===== config.mk =====
export PLATFORM = sky130hd
export DESIGN_NAME = ddwr_cfg
export DESIGN_NICKNAME = d
export VERILOG_FILES = /design/src/rtl/ddwr_pkg.sv /design/src/rtl/ddwr_cfg.sv
export SDC_FILE = /design/constraint.sdc
export NUM_CORES = 1
export LEC_CHECK = 0
export ABC_AREA = 0
export BUFFER_PORTS_ARGS = -buffer_cell sky130_fd_sc_hd__buf_2
export CELL_PAD_IN_SITES_DETAIL_PLACEMENT = 1
export CELL_PAD_IN_SITES_GLOBAL_PLACEMENT = 1
export CORE_MARGIN = 2
export CORE_UTILIZATION = 39
export CTS_BUF_LIST = sky130_fd_sc_hd__clkbuf_4 sky130_fd_sc_hd__clkbuf_8 sky130_fd_sc_hd__clkbuf_16
export CTS_CLUSTER_DIAMETER = 50
export DETAILED_ROUTE_END_ITERATION = 8
export PLACE_DENSITY = 0.88
export SETUP_SLACK_MARGIN = 0.4
export SLEW_MARGIN = 0
export SYNTH_ARGS = -nofsm -noshare
export SYNTH_HDL_FRONTEND = slang
export SYNTH_SLANG_ARGS = --single-unit

===== constraint.sdc =====
create_clock -name clk -period 1.3 [get_ports clk]
set_clock_uncertainty 0.15 [all_clocks]
set_input_delay 0.26 -clock clk [delete_from_list [all_inputs] [get_ports clk]]
set_output_delay 0.26 -clock clk [all_outputs]
set_load 0.01 [all_outputs]

===== src/rtl/ddwr_pkg.sv =====
// Package for the differential-drive wheel rate block.
// Holds field widths, reset values, register indexes and the shared structs.
// No dependencies.
package ddwr_pkg;

	// Default fraction bits of the fixed-point inputs and registers.
	localparam int FRAC_BITS_DEF = 16;

	// Field widths.
	localparam int DATA_W = 32;
	localparam int LIM_W  = 24;
	localparam int OUT_W  = 25;
	localparam int IDX_W  = 2;

	// Register indexes on the configuration channel.
	localparam logic [IDX_W-1:0] REG_TRACK_WIDTH     = 2'd0;
	localparam logic [IDX_W-1:0] REG_COUNTS_PER_UNIT = 2'd1;
	localparam logic [IDX_W-1:0] REG_ENCODER_LIMIT   = 2'd2;

	// Register reset values.
	localparam logic [DATA_W-1:0] TRACK_WIDTH_RST     = 32'd65536;
	localparam logic [DATA_W-1:0] COUNTS_PER_UNIT_RST = 32'd65536;
	localparam logic [LIM_W-1:0]  ENCODER_LIMIT_RST   = 24'd1000000;

	// Configuration registers as seen by the datapath.
	typedef struct packed {
		logic [DATA_W-1:0] track_width;
		logic [DATA_W-1:0] counts_per_unit;
		logic [LIM_W-1:0]  encoder_limit;
	} cfg_t;

	// Control bits that travel with each command down the pipeline.
	typedef struct packed {
		logic valid;
		logic neg_l;
		logic neg_r;
		logic over;
	} ctl_t;

endpackage


===== src/rtl/ddwr_cfg.sv =====
// Configuration register file of the differential-drive wheel rate block.
// Depends on ddwr_pkg for register indexes, reset values and cfg_t.
module ddwr_cfg import ddwr_pkg::*; (
	input  logic              clk,
	input  logic              arst_n,
	input  logic              cfg_valid,
	output logic              cfg_ready,
	input  logic [IDX_W-1:0]  cfg_index,
	input  logic [DATA_W-1:0] cfg_data,
	output cfg_t              cfg
);

	cfg_t cfg_q;

	// Writes are always taken; an index beyond the list is dropped.
	assign cfg_ready = 1'b1;
	assign cfg       = cfg_q;

	// Register writes, one per transaction.
	always_ff @(posedge clk or negedge arst_n) begin
		if (!arst_n) begin
			cfg_q.track_width     <= TRACK_WIDTH_RST;
			cfg_q.counts_per_unit <= COUNTS_PER_UNIT_RST;
			cfg_q.encoder_limit   <= ENCODER_LIMIT_RST;
		end else if (cfg_valid && cfg_ready) begin
			case (cfg_index)
				REG_TRACK_WIDTH:     cfg_q.track_width     <= cfg_data;
				REG_COUNTS_PER_UNIT: cfg_q.counts_per_unit <= cfg_data;
				REG_ENCODER_LIMIT:   cfg_q.encoder_limit   <= cfg_data[LIM_W-1:0];
				default: ;
			endcase
		end
	end

endmodule


==> run_results.csv <==
group,metric,value,unit
clock_network,clkSinkCount,88,
floorplan,start_util,40.4,%
cells_and_area,nFillCells,771,
grt,grt-ovfl-total,0,
outcome,violations,"negative hold slack, negative setup slack",
power,p_per_area,1460,nW/µm²
setup_path,r2r_end,"cfg[67]$_DFFE_PN0P_",
clock_network,clk_pin_slew_worst_paths,90,ps
yosys,syn_area,3340,µm²
power,peakVddDrop,0.693,mV
yosys,syn-instance-count,189,
grt,antenna_found_initial,0,
cells_and_area,diodes,0,
floorplan,die-height,96.5,µm
floorplan,die_w,96.5,µm
power,p_switching,0.00231,W
setup_path,cp.required,890,ps
setup_path,critPathBufInv,1,
yosys,synth-async-reset-ratio,100,%
clock_network,cts_buffer_depth,2,
yosys,ys.flop_type,"dfrtp_1",
cells_and_area,largest_reg_flops,88,
yosys,synth.most_common_cell,"mux2_2",
drt,ant_nets,0,
power,sequentialPowerShare,44.4,%
place,post-place-ws,-234,ps
yosys,ys_seq_elements,88,
outcome,status,"complete, but fails checks",
setup_path,crit_type,"register to primary output",
yosys,synth-edff-count,0,
sta,finalHoldViolCount,79,
clock_network,cts_tree,"yes",
grt,grtUsageTotal,22.0,%
setup_path,cp_max_fo,2,
setup_path,reg2regPathDepth,3,
sta,max_freq,0.704,GHz
setup_path,end_kind,"primary output",
floorplan,die-area,9310,µm²
flow_run,maxCapViolCount,0,
sta,layout_setup_ws,-120,ps
setup_path,r2r_start,"cfg[67]$_DFFE_PN0P_",
cells_and_area,drive_gt1_share,79.6,%
yosys,synth_area_leaders,"dfrtp_1 59%, mux2_2 29%, dfstp_2 7.1%",
floorplan,coreArea,8260,µm²
sta,rsz0062_at_grt,"yes",
drt,wl_per_cell,21.5,µm
power,clock_power_share,23.8,%
clock_network,worst_skew_pair.late_latency,350,ps
setup_path,cp.arrival,1010,ps
place,port_buffers,124,
sta,finalCriticalPeriod,1420,ps
yosys,synth_common_cells,"86 x mux2_2, 79 x dfrtp_1, 9 x dfstp_2",
place,gp_congestion,0.707,
grt,grt_pass1_vias,2590,
yosys,yosysSeqAreaShare,66.3,%
sta,finalSetupTns,-1280,ps
clock_network,ctsRootBufferMaster,"clkbuf_8",
yosys,synth_top_cell_area_share,59.2,%
drt,drtIter0Drc,47,
power,p_comb_share,31.8,%
setup_path,ff2ff_setup_slack,110,ps
clock_network,cts_buffers,9,
power,leakage,2.87,nW
drt,wl,10.7,mm
yosys,yosys.area.top_type,"dfrtp_1",
sta,setup_violations,38,
drt,drcViolationCount,0,
drt,drt_pass1_iterations,4,
grt,grt_max_degree,89,
min_path,min_path_type,"input pin to asynchronous set/reset pin",
sta,holdWs,-205,ps
setup_path,crit_path_top_delay_cell,"dfstp_2",
grt,grt_first_pass_wirelength,14.8,mm
yosys,synthDistinctLibCells,10,
sta,slew_violations,0,
setup_path,critPathMaxStageDelay,560,ps
drt,vias_per_cell,4.88,
yosys,ys_warn_count,0,
place,hpwlAfterDp,5.52,mm
clock_network,htree_num_levels,3,
place,dp_cells,419,
floorplan,row_count,33,
setup_path,crit_path_start_kind,"register",
drt,vias,2423,
power,sw_frac_of_total,28.1,%
setup_path,crit_chain,"buf_6",
yosys,syn-num-nets,226,
yosys,syn_avg_cell_area,17.7,µm²
power,intPower,0.00591,W
floorplan,boundaryPins,126,
cells_and_area,areaGrowthSynthToFinish,68.2,%
cells_and_area,fin_cells,497,
setup_path,cpLargestDelayFamily,"flip-flops",
cells_and_area,num-nets-final,424,
sta,fin_crit_sh,109,%
what timing repair did:
| action | in CTS | in global routing |
|---|---|---|
| gates cloned | 9 | 0 |
| endpoints found under the setup margin | 176 | 176 |
| endpoints found under the hold margin | 84 | 81 |
| pin swaps | 2 | 1 |
| resized for setup | 89 | 37 |
| setup buffers | 25 | 28 |
layout by cell type, fill, tap and decap left out, drive strengths merged:
master,synthesis,routed
clkbuf,2,11
bufinv,0,1
mux2,88,88
nand3b,2,2
clkinv,0,3
clkinvlp,0,1
nor3b,1,1
buf,7,196
dfrtp,79,79
dfstp,9,9
conb,1,1
kinds of logic (layout without fill, tap and decap cells):
| family | count (synthesis) | count (layout) | synth area share, % |
|---|---|---|---|
| muxes | 88 | 88 | 29.7 |
| DFF | 88 | 88 | 66.3 |
| buffers and inverters | 9 | 212 | 2.62 |
| and+or+nand+nor | 3 | 3 | 1.24 |
| other | 1 | 1 | 0.112 |
routing by layer:
layer | wire (µm) | global-route usage (%) | share of wire (%) | up-vias
met5 | 0 | 0 | 0 | -
met4 | 110 | 4.58 | 1.0 | 0
met3 | 558 | 6.21 | 5.2 | 11
li1 | - | - | - | 1057
met1 | 4320 | 28.8 | 40 | 1273
met2 | 5700 | 36.8 | 53 | 82
per-stage QoR:
| step | util [%] | total power, W | area [µm²] |
|---|---|---|---|
| after floorplan | - | 0.00438 | 3360 |
| after global placement | 50.7 | 0.00513 | 4180 |
| after detailed placement | 50.7 | 0.00524 | 4180 |
| after CTS | 63.4 | 0.00775 | 5240 |
| after global routing | 68.0 | 0.00858 | 5610 |
| final | 68.0 | 0.00821 | 5610 |
how the worst max path moves through the flow:
| stage | slack (ps) | end | startpoint | cells past startpoint |
|---|---|---|---|---|
| 6_report | -120 | cfg[19] | cfg[19]$_DFFE_PN1P_ | 1 |
| 3_5_place_dp | -230 | cfg[71]$_DFFE_PN0P_ | cfg_index[1] | 4 |
| 5_1_grt | -160 | cfg[9] | cfg[9]$_DFFE_PN1P_ | 1 |
| 3_3_place_gp | -180 | cfg[69]$_DFFE_PN0P_ | cfg_index[1] | 4 |
| 2_1_floorplan | -20 | cfg[56]$_DFFE_PN0P_ | cfg_index[1] | 3 |
| 4_1_cts | -130 | cfg[18] | cfg[18]$_DFFE_PN1P_ | 1 |
power by group through the flow:
stage	sequential (W)	clock (W)	combinational [W]
CTS	0.00360	0.00196	0.00219
detailed placement	0.00362	0	0.00162
global placement	0.00358	0	0.00155
floorplan	0.00384	0	0.000535
global route	0.00369	0.00210	0.00279
finish	0.00365	0.00195	0.00261
cell type report:
| type | count | area, µm² | share of cell area (%) |
|---|---|---|---|
| multi-input cells | 92 | 1290 | 23.1 |
| clock inverters | 5 | 56.3 | 1.00 |
| flip-flops and latches | 88 | 2210 | 39.4 |
| well taps | 105 | 131 | 2.34 |
| clock buffers | 11 | 145 | 2.59 |
| repair buffers | 196 | 1770 | 31.6 |
Power figures use the tool's default switching activity.
